===== src/design/gic_pkg.sv =====
`timescale 1ns / 1ps
// Shared types and constants for the gamepad input conditioner.
// No dependencies; imported by every module of the block.
package gic_pkg;

  localparam int PadsDefault = 4;
  localparam int AnalogButtonsDefault = 8;

  localparam logic [14:0] FULL_SCALE    = 15'h7fff;
  localparam logic [14:0] PRESS_RAW_MAX = 15'd255;
  localparam logic [14:0] DZ_RESET      = 15'd13107;
  localparam logic [14:0] SAT_RESET     = 15'd31129;
  localparam logic [14:0] THR_RESET     = 15'd2621;

  localparam logic [1:0] REG_DEAD_ZONE  = 2'd0;
  localparam logic [1:0] REG_SATURATION = 2'd1;
  localparam logic [1:0] REG_THRESHOLD  = 2'd2;

  typedef enum logic [1:0] {
    KIND_BUTTON   = 2'd0,
    KIND_ANALOG   = 2'd1,
    KIND_STICK    = 2'd2,
    KIND_PRESSURE = 2'd3
  } kind_t;

  typedef struct packed {
    logic [14:0] dead_zone;
    logic [14:0] saturation;
    logic [14:0] press_threshold;
  } cfg_t;

  typedef struct packed {
    logic [1:0]         pad;
    logic               connected;
    logic [15:0]        buttons;
    logic signed [15:0] left_x;
    logic signed [15:0] left_y;
    logic signed [15:0] right_x;
    logic signed [15:0] right_y;
    logic [63:0]        pressures;
  } frame_t;

  typedef struct packed {
    logic [1:0]         pad;
    kind_t              kind;
    logic [3:0]         gadget;
    logic               pressed;
    logic signed [15:0] value_x;
    logic signed [15:0] value_y;
  } event_t;

  typedef struct packed {
    logic        start;
    logic [29:0] num;
    logic [14:0] den;
  } div_req_t;

  typedef struct packed {
    logic        done;
    logic [14:0] quo;
  } div_rsp_t;

  typedef struct packed {
    logic   push;
    event_t ev;
    logic   flush;
  } emit_req_t;

  typedef struct packed {
    logic push_ack;
    logic flush_ack;
  } emit_rsp_t;

endpackage


===== src/design/gamepad_input_conditioner_top.sv =====
`timescale 1ns / 1ps
// Gamepad input conditioner top level: stream in, event stream out, APB config.
// Depends on gic_pkg, gic_regs, gic_seq, gic_div, gic_emit.
//
// Usage:
//   Slave channel takes one polled frame per transaction (tuser = connected).
//   Master channel gives change events in order; tlast marks the frame's final
//   event. A frame with no changes gives no transaction.
//   s_tready is high only while the sequencer is idle; one frame is worked on
//   at a time. A disconnected frame or a pad beyond PADS is taken without leaving idle.
//   A connected frame goes through one idle step, 16 button steps, one step per
//   axis (with a wait when it needs the shared divider), two stick steps, the
//   steps per pressure (scale, condition with an optional division, event,
//   optional analog event) and one flush step.
//   The last event of a frame is held until the frame ends, then leaves with
//   tlast. A stalled m_tready holds the output register and the sequencer
//   waits on its next event; nothing is dropped.
//   Reset clears all stored pad values, the stamp counter, and loads the
//   default dead zone, saturation and press threshold.
//   Registers: 0x0 dead_zone, 0x4 saturation, 0x8 press_threshold.
module gamepad_input_conditioner_top #(
  parameter int PADS = gic_pkg::PadsDefault,
  parameter int ANALOG_BUTTONS = gic_pkg::AnalogButtonsDefault
) (
  input  logic         clk,
  input  logic         rst,
  input  logic         s_tvalid,
  output logic         s_tready,
  // pad[1:0], buttons[17:2], left_x[33:18], left_y[49:34], right_x[65:50],
  // right_y[81:66], pressures[145:82], zero fill
  input  logic [151:0] s_tdata,
  // connected[0]
  input  logic [0:0]   s_tuser,
  output logic         m_tvalid,
  input  logic         m_tready,
  // event_pad[1:0], gadget[5:2], pressed[6], value_x[22:7], value_y[38:23],
  // stamp[70:39], zero fill
  output logic [71:0]  m_tdata,
  // kind[1:0]
  output logic [1:0]   m_tuser,
  output logic         m_tlast,
  input  logic         psel,
  input  logic         penable,
  input  logic         pwrite,
  input  logic [3:0]   paddr,
  input  logic [31:0]  pwdata,
  output logic [31:0]  prdata,
  output logic         pready
);
  import gic_pkg::*;

  cfg_t      cfg;
  frame_t    frame;
  div_req_t  div_req;
  div_rsp_t  div_rsp;
  emit_req_t emit_req;
  emit_rsp_t emit_rsp;
  event_t    out_ev;
  logic [31:0] out_stamp;

  assign frame.pad       = s_tdata[1:0];
  assign frame.connected = s_tuser[0];
  assign frame.buttons   = s_tdata[17:2];
  assign frame.left_x    = s_tdata[33:18];
  assign frame.left_y    = s_tdata[49:34];
  assign frame.right_x   = s_tdata[65:50];
  assign frame.right_y   = s_tdata[81:66];
  assign frame.pressures = s_tdata[145:82];

  gic_regs u_regs (
    .clk(clk), .rst(rst), .psel(psel), .penable(penable), .pwrite(pwrite),
    .paddr(paddr), .pwdata(pwdata), .prdata(prdata), .pready(pready), .cfg(cfg)
  );

  gic_seq #(.PADS(PADS), .ANALOG_BUTTONS(ANALOG_BUTTONS)) u_seq (
    .clk(clk), .rst(rst), .in_valid(s_tvalid), .in_ready(s_tready),
    .in_frame(frame), .cfg(cfg), .div_req(div_req), .div_rsp(div_rsp),
    .emit_req(emit_req), .emit_rsp(emit_rsp)
  );

  gic_div u_div (.clk(clk), .rst(rst), .req(div_req), .rsp(div_rsp));

  gic_emit u_emit (
    .clk(clk), .rst(rst), .req(emit_req), .rsp(emit_rsp),
    .out_valid(m_tvalid), .out_ready(m_tready), .out_ev(out_ev),
    .out_stamp(out_stamp), .out_last(m_tlast)
  );

  assign m_tdata = {1'b0, out_stamp, out_ev.value_y, out_ev.value_x,
                    out_ev.pressed, out_ev.gadget, out_ev.pad};
  assign m_tuser = out_ev.kind;

endmodule


===== src/design/gic_regs.sv =====
`timescale 1ns / 1ps
// Configuration registers behind the APB-style port.
// Depends on gic_pkg.
module gic_regs (
  input  logic          clk,
  input  logic          rst,
  input  logic          psel,
  input  logic          penable,
  input  logic          pwrite,
  input  logic [3:0]    paddr,
  input  logic [31:0]   pwdata,
  output logic [31:0]   prdata,
  output logic          pready,
  output gic_pkg::cfg_t cfg
);
  import gic_pkg::*;

  logic [1:0] ridx;
  logic       wr;

  assign ridx   = paddr[3:2];
  assign wr     = psel && penable && pwrite;
  assign pready = 1'b1;

  always_ff @(posedge clk) begin
    if (rst) begin
      cfg.dead_zone       <= DZ_RESET;
      cfg.saturation      <= SAT_RESET;
      cfg.press_threshold <= THR_RESET;
    end else if (wr) begin
      case (ridx)
        REG_DEAD_ZONE:  cfg.dead_zone       <= pwdata[14:0];
        REG_SATURATION: cfg.saturation      <= pwdata[14:0];
        REG_THRESHOLD:  cfg.press_threshold <= pwdata[14:0];
        default: ;
      endcase
    end
  end

  always_comb begin
    case (ridx)
      REG_DEAD_ZONE:  prdata = {17'd0, cfg.dead_zone};
      REG_SATURATION: prdata = {17'd0, cfg.saturation};
      REG_THRESHOLD:  prdata = {17'd0, cfg.press_threshold};
      default:        prdata = 32'd0;
    endcase
  end

endmodule


===== src/design/gic_div.sv =====
`timescale 1ns / 1ps
// Shared restoring divider: 30-bit numerator by 15-bit divisor, 15-bit quotient,
// three quotient bits per cycle. Depends on gic_pkg.
module gic_div (
  input  logic              clk,
  input  logic              rst,
  input  gic_pkg::div_req_t req,
  output gic_pkg::div_rsp_t rsp
);
  import gic_pkg::*;

  localparam int BitsPerCycle = 3;
  localparam int Rounds = 15 / BitsPerCycle;

  logic [14:0] rem;
  logic [14:0] sh;
  logic [14:0] den;
  logic [2:0]  cnt;
  logic        busy;
  logic        done;
  logic [14:0] r;
  logic [14:0] s;
  logic [15:0] t;

  always_comb begin
    r = rem;
    s = sh;
    t = 16'd0;
    for (int k = 0; k < BitsPerCycle; k++) begin
      t = {r, s[14]};
      s = {s[13:0], 1'b0};
      if (t >= {1'b0, den}) begin
        t = t - {1'b0, den};
        s[0] = 1'b1;
      end
      r = t[14:0];
    end
  end

  always_ff @(posedge clk) begin
    if (rst) begin
      busy <= 1'b0;
      done <= 1'b0;
      cnt  <= 3'd0;
    end else begin
      done <= busy && (cnt == 3'(Rounds - 1));
      if (req.start) begin
        busy <= 1'b1;
        cnt  <= 3'd0;
      end else if (busy) begin
        cnt <= cnt + 3'd1;
        if (cnt == 3'(Rounds - 1)) busy <= 1'b0;
      end
    end
  end

  always_ff @(posedge clk) begin
    if (req.start) begin
      rem <= req.num[29:15];
      sh  <= req.num[14:0];
      den <= req.den;
    end else if (busy) begin
      rem <= r;
      sh  <= s;
    end
  end

  assign rsp.done = done;
  assign rsp.quo  = sh;

endmodule


===== src/design/gic_emit.sv =====
`timescale 1ns / 1ps
// Event output stage: one held event so the frame's final event gets tlast,
// stamp counter, and the master-side output register. Depends on gic_pkg.
module gic_emit (
  input  logic               clk,
  input  logic               rst,
  input  gic_pkg::emit_req_t req,
  output gic_pkg::emit_rsp_t rsp,
  output logic               out_valid,
  input  logic               out_ready,
  output gic_pkg::event_t    out_ev,
  output logic [31:0]        out_stamp,
  output logic               out_last
);
  import gic_pkg::*;

  logic        pend_valid;
  event_t      pend_ev;
  logic [31:0] pend_stamp;
  logic [31:0] count;
  logic        can_load;
  logic        load_out;

  assign can_load      = !out_valid || out_ready;
  assign rsp.push_ack  = req.push && (!pend_valid || can_load);
  assign rsp.flush_ack = req.flush && (!pend_valid || can_load);
  assign load_out      = pend_valid && (rsp.push_ack || rsp.flush_ack);

  always_ff @(posedge clk) begin
    if (rst) begin
      out_valid  <= 1'b0;
      pend_valid <= 1'b0;
      count      <= 32'd0;
    end else begin
      if (load_out) begin
        out_valid <= 1'b1;
      end else if (out_valid && out_ready) begin
        out_valid <= 1'b0;
      end
      if (rsp.push_ack) begin
        pend_valid <= 1'b1;
        count      <= count + 32'd1;
      end else if (rsp.flush_ack && pend_valid) begin
        pend_valid <= 1'b0;
      end
    end
  end

  always_ff @(posedge clk) begin
    if (rsp.push_ack) begin
      pend_ev    <= req.ev;
      pend_stamp <= count;
      if (pend_valid) begin
        out_ev    <= pend_ev;
        out_stamp <= pend_stamp;
        out_last  <= 1'b0;
      end
    end else if (rsp.flush_ack && pend_valid) begin
      out_ev    <= pend_ev;
      out_stamp <= pend_stamp;
      out_last  <= 1'b1;
    end
  end

endmodule


===== src/design/gic_seq.sv =====
`timescale 1ns / 1ps
// Frame sequencer: per-pad stored state, conditioning steps around the shared
// divider, and event ordering. Depends on gic_pkg.
module gic_seq #(
  parameter int PADS = gic_pkg::PadsDefault,
  parameter int ANALOG_BUTTONS = gic_pkg::AnalogButtonsDefault
) (
  input  logic               clk,
  input  logic               rst,
  input  logic               in_valid,
  output logic               in_ready,
  input  gic_pkg::frame_t    in_frame,
  input  gic_pkg::cfg_t      cfg,
  output gic_pkg::div_req_t  div_req,
  input  gic_pkg::div_rsp_t  div_rsp,
  output gic_pkg::emit_req_t emit_req,
  input  gic_pkg::emit_rsp_t emit_rsp
);
  import gic_pkg::*;

  localparam int PAD_W = (PADS > 1) ? $clog2(PADS) : 1;
  localparam int AB_W = (ANALOG_BUTTONS > 1) ? $clog2(ANALOG_BUTTONS) : 1;

  typedef enum logic [10:0] {
    S_IDLE  = 11'b00000000001,
    S_BTN   = 11'b00000000010,
    S_AX    = 11'b00000000100,
    S_AXW   = 11'b00000001000,
    S_STICK = 11'b00000010000,
    S_PS    = 11'b00000100000,
    S_PC    = 11'b00001000000,
    S_PCW   = 11'b00010000000,
    S_PE    = 11'b00100000000,
    S_PX    = 11'b01000000000,
    S_FLUSH = 11'b10000000000
  } state_t;

  state_t state;
  frame_t fr;
  logic [3:0] idx;
  logic signed [15:0] ax [4];
  logic signed [15:0] raw_ax [4];
  logic signed [15:0] pscale;
  logic signed [15:0] cur;
  logic neg_q;

  logic [15:0] prev_btn [PADS];
  logic signed [15:0] prev_ax [PADS][4];
  logic [15:0] prev_pr [PADS][ANALOG_BUTTONS];

  logic [PAD_W-1:0] pi;
  logic [AB_W-1:0] bi;
  logic [15:0] change;
  logic signed [15:0] cx;
  logic c_neg;
  logic [15:0] mag;
  logic [15:0] diff;
  logic c_zero;
  logic c_full;
  logic signed [15:0] c_imm;
  logic signed [15:0] q_signed;
  logic [7:0] praw;
  logic [6:0] pfrac;
  logic [15:0] old_pr;
  logic [15:0] thr;
  logic rise;
  logic fall;
  logic stick_chg;
  logic [1:0] sx;
  logic last_pr;

  assign pi = PAD_W'(fr.pad);
  assign bi = idx[AB_W-1:0];
  assign raw_ax[0] = fr.left_x;
  assign raw_ax[1] = fr.left_y;
  assign raw_ax[2] = fr.right_x;
  assign raw_ax[3] = fr.right_y;
  assign change = fr.buttons ^ prev_btn[pi];
  assign in_ready = (state == S_IDLE);

  assign cx = (state == S_AX) ? raw_ax[idx[1:0]] : pscale;
  assign c_neg = cx[15];
  assign mag = c_neg ? 16'(-cx) : 16'(cx);
  assign diff = mag - {1'b0, cfg.dead_zone};
  assign c_zero = mag <= {1'b0, cfg.dead_zone};
  assign c_full = mag >= {1'b0, cfg.saturation};
  assign c_imm = c_zero ? 16'sd0 :
                 (c_neg ? -$signed({1'b0, FULL_SCALE}) : $signed({1'b0, FULL_SCALE}));
  assign q_signed = neg_q ? -$signed({1'b0, div_rsp.quo}) : $signed({1'b0, div_rsp.quo});

  // p * 32767 / 255 = 128p + floor(127p / 255); the fraction term is p/2,
  // less one for a nonzero even p
  assign praw = fr.pressures[{idx[2:0], 3'b000} +: 8];
  assign pfrac = praw[7:1] - {6'd0, (praw != 8'd0) && !praw[0]};
  assign old_pr = prev_pr[pi][bi];
  assign thr = {1'b0, cfg.press_threshold};
  assign rise = (old_pr < thr) && (16'(cur) >= thr);
  assign fall = (old_pr >= thr) && (16'(cur) < thr);
  assign sx = {idx[0], 1'b0};
  assign stick_chg = (ax[sx] != prev_ax[pi][sx]) || (ax[sx + 2'd1] != prev_ax[pi][sx + 2'd1]);
  assign last_pr = (idx == 4'(ANALOG_BUTTONS - 1));

  always_comb begin
    div_req.start = 1'b0;
    div_req.num = {diff[14:0], 15'd0} - {15'd0, diff[14:0]};
    div_req.den = cfg.saturation - cfg.dead_zone;
    case (state)
      S_AX, S_PC: div_req.start = !c_zero && !c_full;
      default: ;
    endcase
  end

  always_comb begin
    emit_req.push = 1'b0;
    emit_req.flush = 1'b0;
    emit_req.ev.pad = fr.pad;
    emit_req.ev.kind = KIND_BUTTON;
    emit_req.ev.gadget = idx;
    emit_req.ev.pressed = 1'b0;
    emit_req.ev.value_x = 16'sd0;
    emit_req.ev.value_y = 16'sd0;
    case (state)
      S_BTN: begin
        emit_req.push = change[idx];
        emit_req.ev.pressed = fr.buttons[idx];
      end
      S_STICK: begin
        emit_req.push = stick_chg;
        emit_req.ev.kind = KIND_STICK;
        emit_req.ev.gadget = {3'd0, idx[0]};
        emit_req.ev.value_x = ax[sx];
        emit_req.ev.value_y = ax[sx + 2'd1];
      end
      S_PE: begin
        emit_req.push = (16'(cur) != old_pr);
        emit_req.ev.kind = KIND_PRESSURE;
        emit_req.ev.value_x = cur;
      end
      S_PX: begin
        emit_req.push = 1'b1;
        emit_req.ev.kind = KIND_ANALOG;
        emit_req.ev.pressed = rise;
      end
      S_FLUSH: emit_req.flush = 1'b1;
      default: ;
    endcase
  end

  always_ff @(posedge clk) begin
    if (rst) begin
      state <= S_IDLE;
      idx <= 4'd0;
      for (int p = 0; p < PADS; p++) begin
        prev_btn[p] <= 16'd0;
        for (int k = 0; k < 4; k++) prev_ax[p][k] <= 16'sd0;
        for (int k = 0; k < ANALOG_BUTTONS; k++) prev_pr[p][k] <= 16'd0;
      end
    end else begin
      case (state)
        S_IDLE: begin
          idx <= 4'd0;
          if (in_valid && int'(in_frame.pad) < PADS) begin
            if (in_frame.connected) begin
              state <= S_BTN;
            end else begin
              prev_btn[PAD_W'(in_frame.pad)] <= 16'd0;
              for (int k = 0; k < 4; k++) prev_ax[PAD_W'(in_frame.pad)][k] <= 16'sd0;
              for (int k = 0; k < ANALOG_BUTTONS; k++) begin
                prev_pr[PAD_W'(in_frame.pad)][k] <= 16'd0;
              end
            end
          end
        end
        S_BTN: begin
          if (!change[idx] || emit_rsp.push_ack) begin
            if (idx == 4'd15) begin
              prev_btn[pi] <= fr.buttons;
              idx <= 4'd0;
              state <= S_AX;
            end else begin
              idx <= idx + 4'd1;
            end
          end
        end
        S_AX: begin
          neg_q <= c_neg;
          if (c_zero || c_full) begin
            ax[idx[1:0]] <= c_imm;
            if (idx == 4'd3) begin
              idx <= 4'd0;
              state <= S_STICK;
            end else begin
              idx <= idx + 4'd1;
            end
          end else begin
            state <= S_AXW;
          end
        end
        S_AXW: begin
          if (div_rsp.done) begin
            ax[idx[1:0]] <= q_signed;
            if (idx == 4'd3) begin
              idx <= 4'd0;
              state <= S_STICK;
            end else begin
              idx <= idx + 4'd1;
              state <= S_AX;
            end
          end
        end
        S_STICK: begin
          if (!stick_chg || emit_rsp.push_ack) begin
            if (idx[0]) begin
              for (int k = 0; k < 4; k++) prev_ax[pi][k] <= ax[k];
              idx <= 4'd0;
              state <= S_PS;
            end else begin
              idx <= idx + 4'd1;
            end
          end
        end
        S_PS: begin
          pscale <= $signed({1'b0, praw, 7'd0} + {9'd0, pfrac});
          state <= S_PC;
        end
        S_PC: begin
          neg_q <= c_neg;
          if (c_zero || c_full) begin
            cur <= c_imm;
            state <= S_PE;
          end else begin
            state <= S_PCW;
          end
        end
        S_PCW: begin
          if (div_rsp.done) begin
            cur <= q_signed;
            state <= S_PE;
          end
        end
        S_PE: begin
          if (16'(cur) == old_pr || emit_rsp.push_ack) begin
            if (16'(cur) != old_pr && (rise || fall)) begin
              state <= S_PX;
            end else begin
              prev_pr[pi][bi] <= 16'(cur);
              idx <= idx + 4'd1;
              state <= last_pr ? S_FLUSH : S_PS;
            end
          end
        end
        S_PX: begin
          if (emit_rsp.push_ack) begin
            prev_pr[pi][bi] <= 16'(cur);
            idx <= idx + 4'd1;
            state <= last_pr ? S_FLUSH : S_PS;
          end
        end
        S_FLUSH: begin
          if (emit_rsp.flush_ack) state <= S_IDLE;
        end
        default: state <= S_IDLE;
      endcase
    end
  end

  always_ff @(posedge clk) begin
    if (state == S_IDLE && in_valid) fr <= in_frame;
  end

endmodule

===== config.mk =====
export PLATFORM = sky130hd
export DESIGN_NAME = gamepad_input_conditioner_top
export DESIGN_NICKNAME = d
export VERILOG_FILES = /design/src/design/gic_pkg.sv /design/src/design/gamepad_input_conditioner_top.sv /design/src/design/gic_regs.sv /design/src/design/gic_div.sv /design/src/design/gic_emit.sv /design/src/design/gic_seq.sv
export SDC_FILE = /design/constraint.sdc
export NUM_CORES = 2
export LEC_CHECK = 0
export ABC_AREA = 1
export BUFFER_PORTS_ARGS = -buffer_cell sky130_fd_sc_hd__buf_2
export CELL_PAD_IN_SITES_DETAIL_PLACEMENT = 0
export CELL_PAD_IN_SITES_GLOBAL_PLACEMENT = 1
export CORE_MARGIN = 10
export CORE_UTILIZATION = 30
export CTS_CLUSTER_SIZE = 30
export DETAILED_ROUTE_END_ITERATION = 10
export GPL_ROUTABILITY_DRIVEN = 0
export PLACE_DENSITY_LB_ADDON = 0.1
export SYNTH_ARGS = -nofsm -noshare
export SYNTH_HDL_FRONTEND = slang
export SYNTH_SLANG_ARGS = --single-unit

===== constraint.sdc =====
create_clock -name clk -period 29.8 [get_ports clk]
set_input_delay 7.45 -clock clk [delete_from_list [all_inputs] [get_ports clk]]
set_output_delay 7.45 -clock clk [all_outputs]
set_load 0.05 [all_outputs]

==> metrics <==
status=complete, no violations; Finished Layout Cells=~11,000; Die Footprint=around 250,000 um2; total CTS buffers=around 170; Design Power=0.005970 W; Seq cells post-synth=about 1,400; highest routed layer=met5; DR vias/cell=4.862; crit path max-delay cell type=o211ai_1; worst reg2reg startpoint=u_div.sh[14]; CP most frequent cell=buf_2; required time worst endpoint=~22 ns; first-pass GRT wire length=349,500 um; Yosys top cell by area=edfxtp_1; CP Capture Type=output pin; antenna violations before repair=28; fillcell total=between 20,000 and 25,000; placed instance area=slightly above 70,000 um2; fin util=~34%; worst path buffer plus inverter count=3; Crit path largest cell delay=0.65 ns; clock-pin slew on the worst setup and hold paths=approximately 0.05 ns; # IOs=slightly above 300; Crit Path Max Fanout=16; Yosys cell types=56; crit path time final=between 15 and 20 ns; count leader, synth=nand2_1; Area Growth Syn to Fin=14.13%; synth cell count leaders=nand2_1 (1,978), edfxtp_1 (1,266), nor2_1 (847), inv_1 (539), nor3_1 (363); CP endpoint=prdata[0]; clk buf depth=3; CTS tree=done; Critical Path Source=paddr[3]; clock root cell=clkbuf_16; Post-CTS Setup Inserts=0; clock sinks=about 1,400; Synth Flop Type=edfxtp_1; Routed WL=between 200,000 and 250,000 um; post-route setup TNS=0 ns; Cell Area, Synth=68,430 um2; TritonRoute pass-1 iters=5; Tcrit/Tclk final=between 50% and 60%; Final setup viols=0; proportion of layout cells with a drive suffix above 1=between 10% and 20%; Startpoint Class=primary input; Routed Antenna Nets=0; Worst-Skew Late Latency=0.85 ns; M1 wire length=107,600 um; FMAX=~0.061 GHz; DRC=0; nets=around 7,700; Final Cell Area=78,100 um2; I/O Buffers=approximately 260; RSZ-0062 raised after global routing=false; chip height=497.6 um; number of max-cap violations=0; final hold violation count=0; GR Util All Layers=a little under a fifth; met2 wire len=111,600 um; Post-synth EDFFs=1,266; Least-Margin Pin Slew=1.240 ns; Site Rows=175; worst vdd ir=~70 uV; yosys warns=0; Worst R2R End=u_div.rem[7]; DRT iter0 DRCs=~3,600; reg2reg setup slack=between 15 and 20 ns; Cell Pwr Density=76.44 nW/um2; Final Max Slew Viols=0; Overflow after GRT=0; Crit Path Category=primary input to output pin; Initial Util=between 30% and 40%; die width=approximately 500 um; largest net degree at the start of global routing=around 150; CP delay by family, top=compound AO/OA/AOI/OAI gates; post-DR wirelength/cell=around 23 um; hold_buf cts=0; Slew HR=roughly 17%; Worst path depth=5; htree depth=4; HPWL Detailed=about 150,000 um; Seq/Total Area, Yosys=between 50% and 60%; ys async rst share=0%; Worst Clk Skew=roughly 0.055 ns; worst endpoint data arrival time=~9 ns; routed vias=51,120; Post-Synthesis Mean Instance Area=between 9 and 10 um2; CTS resizes=0; core area=between 200,000 and 250,000 um2; share of the synthesized area in the top cell type=between 50% and 60%; kind of path behind the tightest hold check=register to register; ranking of synthesized cells by area=edfxtp_1 (56%), nand2_1 (11%), nor2_1 (4.6%); critical path, cell by cell=buf_2 -> inv_1 -> nand2_1 -> o211ai_1 -> buf_2; Reg2Reg Depth=42; Cells after DPL=slightly above 10,000; cells after synthesis=between 7,000 and 8,000; met3 routed WL=around 14,000 um; vias in the first global route=between 50,000 and 60,000; leakage power=between 20 and 30 nW
## kinds of logic (layout without fill, tap and decap cells)
family                   Yosys count  after routing  synth area share [%]
flip-flops                      1368           1368                 58.54
adder cells (fa/ha/maj)          137            137                 2.560
multiplexers                      16             16                0.2340
XOR/XNOR                         112            112                 1.433
AND/OR/NAND/NOR                 3853           3853                 24.82
buffers and inverters           1003           1254                 6.425
other                              2             27               0.01097
AO/OA/AOI/OAI                    737            737                 5.981
## state kept, by name, summed over array words and instances, names as in the netlist, 2 cells and up, named ones only
name / flops
u_seq.prev_pr: 512
u_seq.prev_ax: 256
u_seq.fr: 144
u_seq.ax: 64
u_seq.prev_btn: 64
u_regs.cfg: 45
u_emit.out_ev: 41
u_emit.pend_ev: 41
u_emit.count: 32
u_emit.out_stamp: 32
u_emit.pend_stamp: 32
u_seq.cur: 16
u_div.den: 15
u_div.rem: 15
u_div.sh: 15
u_seq.pscale: 15
u_seq.state: 11
u_seq.idx: 4
u_div.cnt: 3
u_seq.pi: 2
## report_power, final
| group | switching, W | total [W] | internal, W |
|---|---|---|---|
| clock | 0.000859 | 0.00205 | 0.00119 |
| sequential | 0.0000740 | 0.00235 | 0.00227 |
| combinational | 0.00118 | 0.00158 | 0.000397 |
| total | 0.00211 | 0.00597 | 0.00386 |
## per-layer routing
layer / track usage (%) / vias to the layer above
met5: 0 / -
met3: 4.037 / 332
met4: 6.320 / 18
li1: - / 24610
met2: 30.60 / 1207
met1: 24.85 / 24950
## stage by stage
| stage | setup slack (ns) | hold WS [ns] |
|---|---|---|
| floorplan | 12.96 | 0.4003 |
| global placement | 13.20 | 0.4027 |
| detailed placement | 13.23 | 0.4052 |
| CTS | 13.23 | 0.4190 |
| global route | 13.18 | 0.4224 |
| finish | 13.31 | 0.4174 |
## layout make-up
type | count | area (um2) | area share (%)
flip-flops and latches | 1368 | 40070 | 51.31
multi-input cells | 4874 | 24310 | 31.13
clock buffers | 214 | 4397 | 5.630
well taps | 3009 | 3765 | 4.821
repair buffers | 399 | 2380 | 3.047
inverters | 551 | 2097 | 2.685
clock inverters | 90 | 1057 | 1.354
diodes | 8 | 20.02 | 0.02563
## layout by cell type (no fill, tap or decap), types with 9 or more instances in the layout
cell / Yosys / layout
o21ai_1: 122 / 167
clkbuf_16: 0 / 168
nand2_1: 1978 / 1950
clkbuf_1: 134 / 44
buf_2: 185 / 261
inv_1: 539 / 538
clkinv_1: 4 / 37
nand4_1: 32 / 32
o22ai_1: 33 / 33
o21ai_0: 294 / 249
a21boi_0: 16 / 15
o211ai_1: 28 / 28
conb_1: 2 / 19
clkinv_2: 0 / 24
bufinv_16: 0 / 16
edfxtp_1: 1266 / 1266
or2_2: 14 / 14
nand3_1: 346 / 342
xor2_1: 73 / 73
a21oi_1: 160 / 160
nand2_2: 7 / 29
mux2i_1: 16 / 16
nor2_1: 847 / 842
ha_1: 132 / 132
nand3b_1: 23 / 23
nor4_1: 14 / 14
dfxtp_1: 102 / 99
a22o_1: 9 / 9
a221oi_1: 11 / 11
nor2_4: 1 / 13
nor3_1: 363 / 362
nor3_2: 201 / 202
xnor2_1: 39 / 39
buf_4: 68 / 135
o221ai_1: 14 / 14
## how the worst min path moves through the flow
stage | start | end | cells past startpoint
after floorplan | u_emit.pend_ev[0] | u_emit.out_ev[0] | 0
after global placement | u_emit.pend_ev[3] | u_emit.out_ev[3] | 0
after detailed placement | u_emit.pend_stamp[31] | u_emit.out_stamp[31] | 0
after CTS | u_emit.pend_ev[17] | u_emit.out_ev[17] | 0
after global routing | u_emit.pend_ev[17] | u_emit.out_ev[17] | 0
final | u_emit.pend_stamp[7] | u_emit.out_stamp[7] | 0
Note: power is estimated with default switching activity, not from simulation.
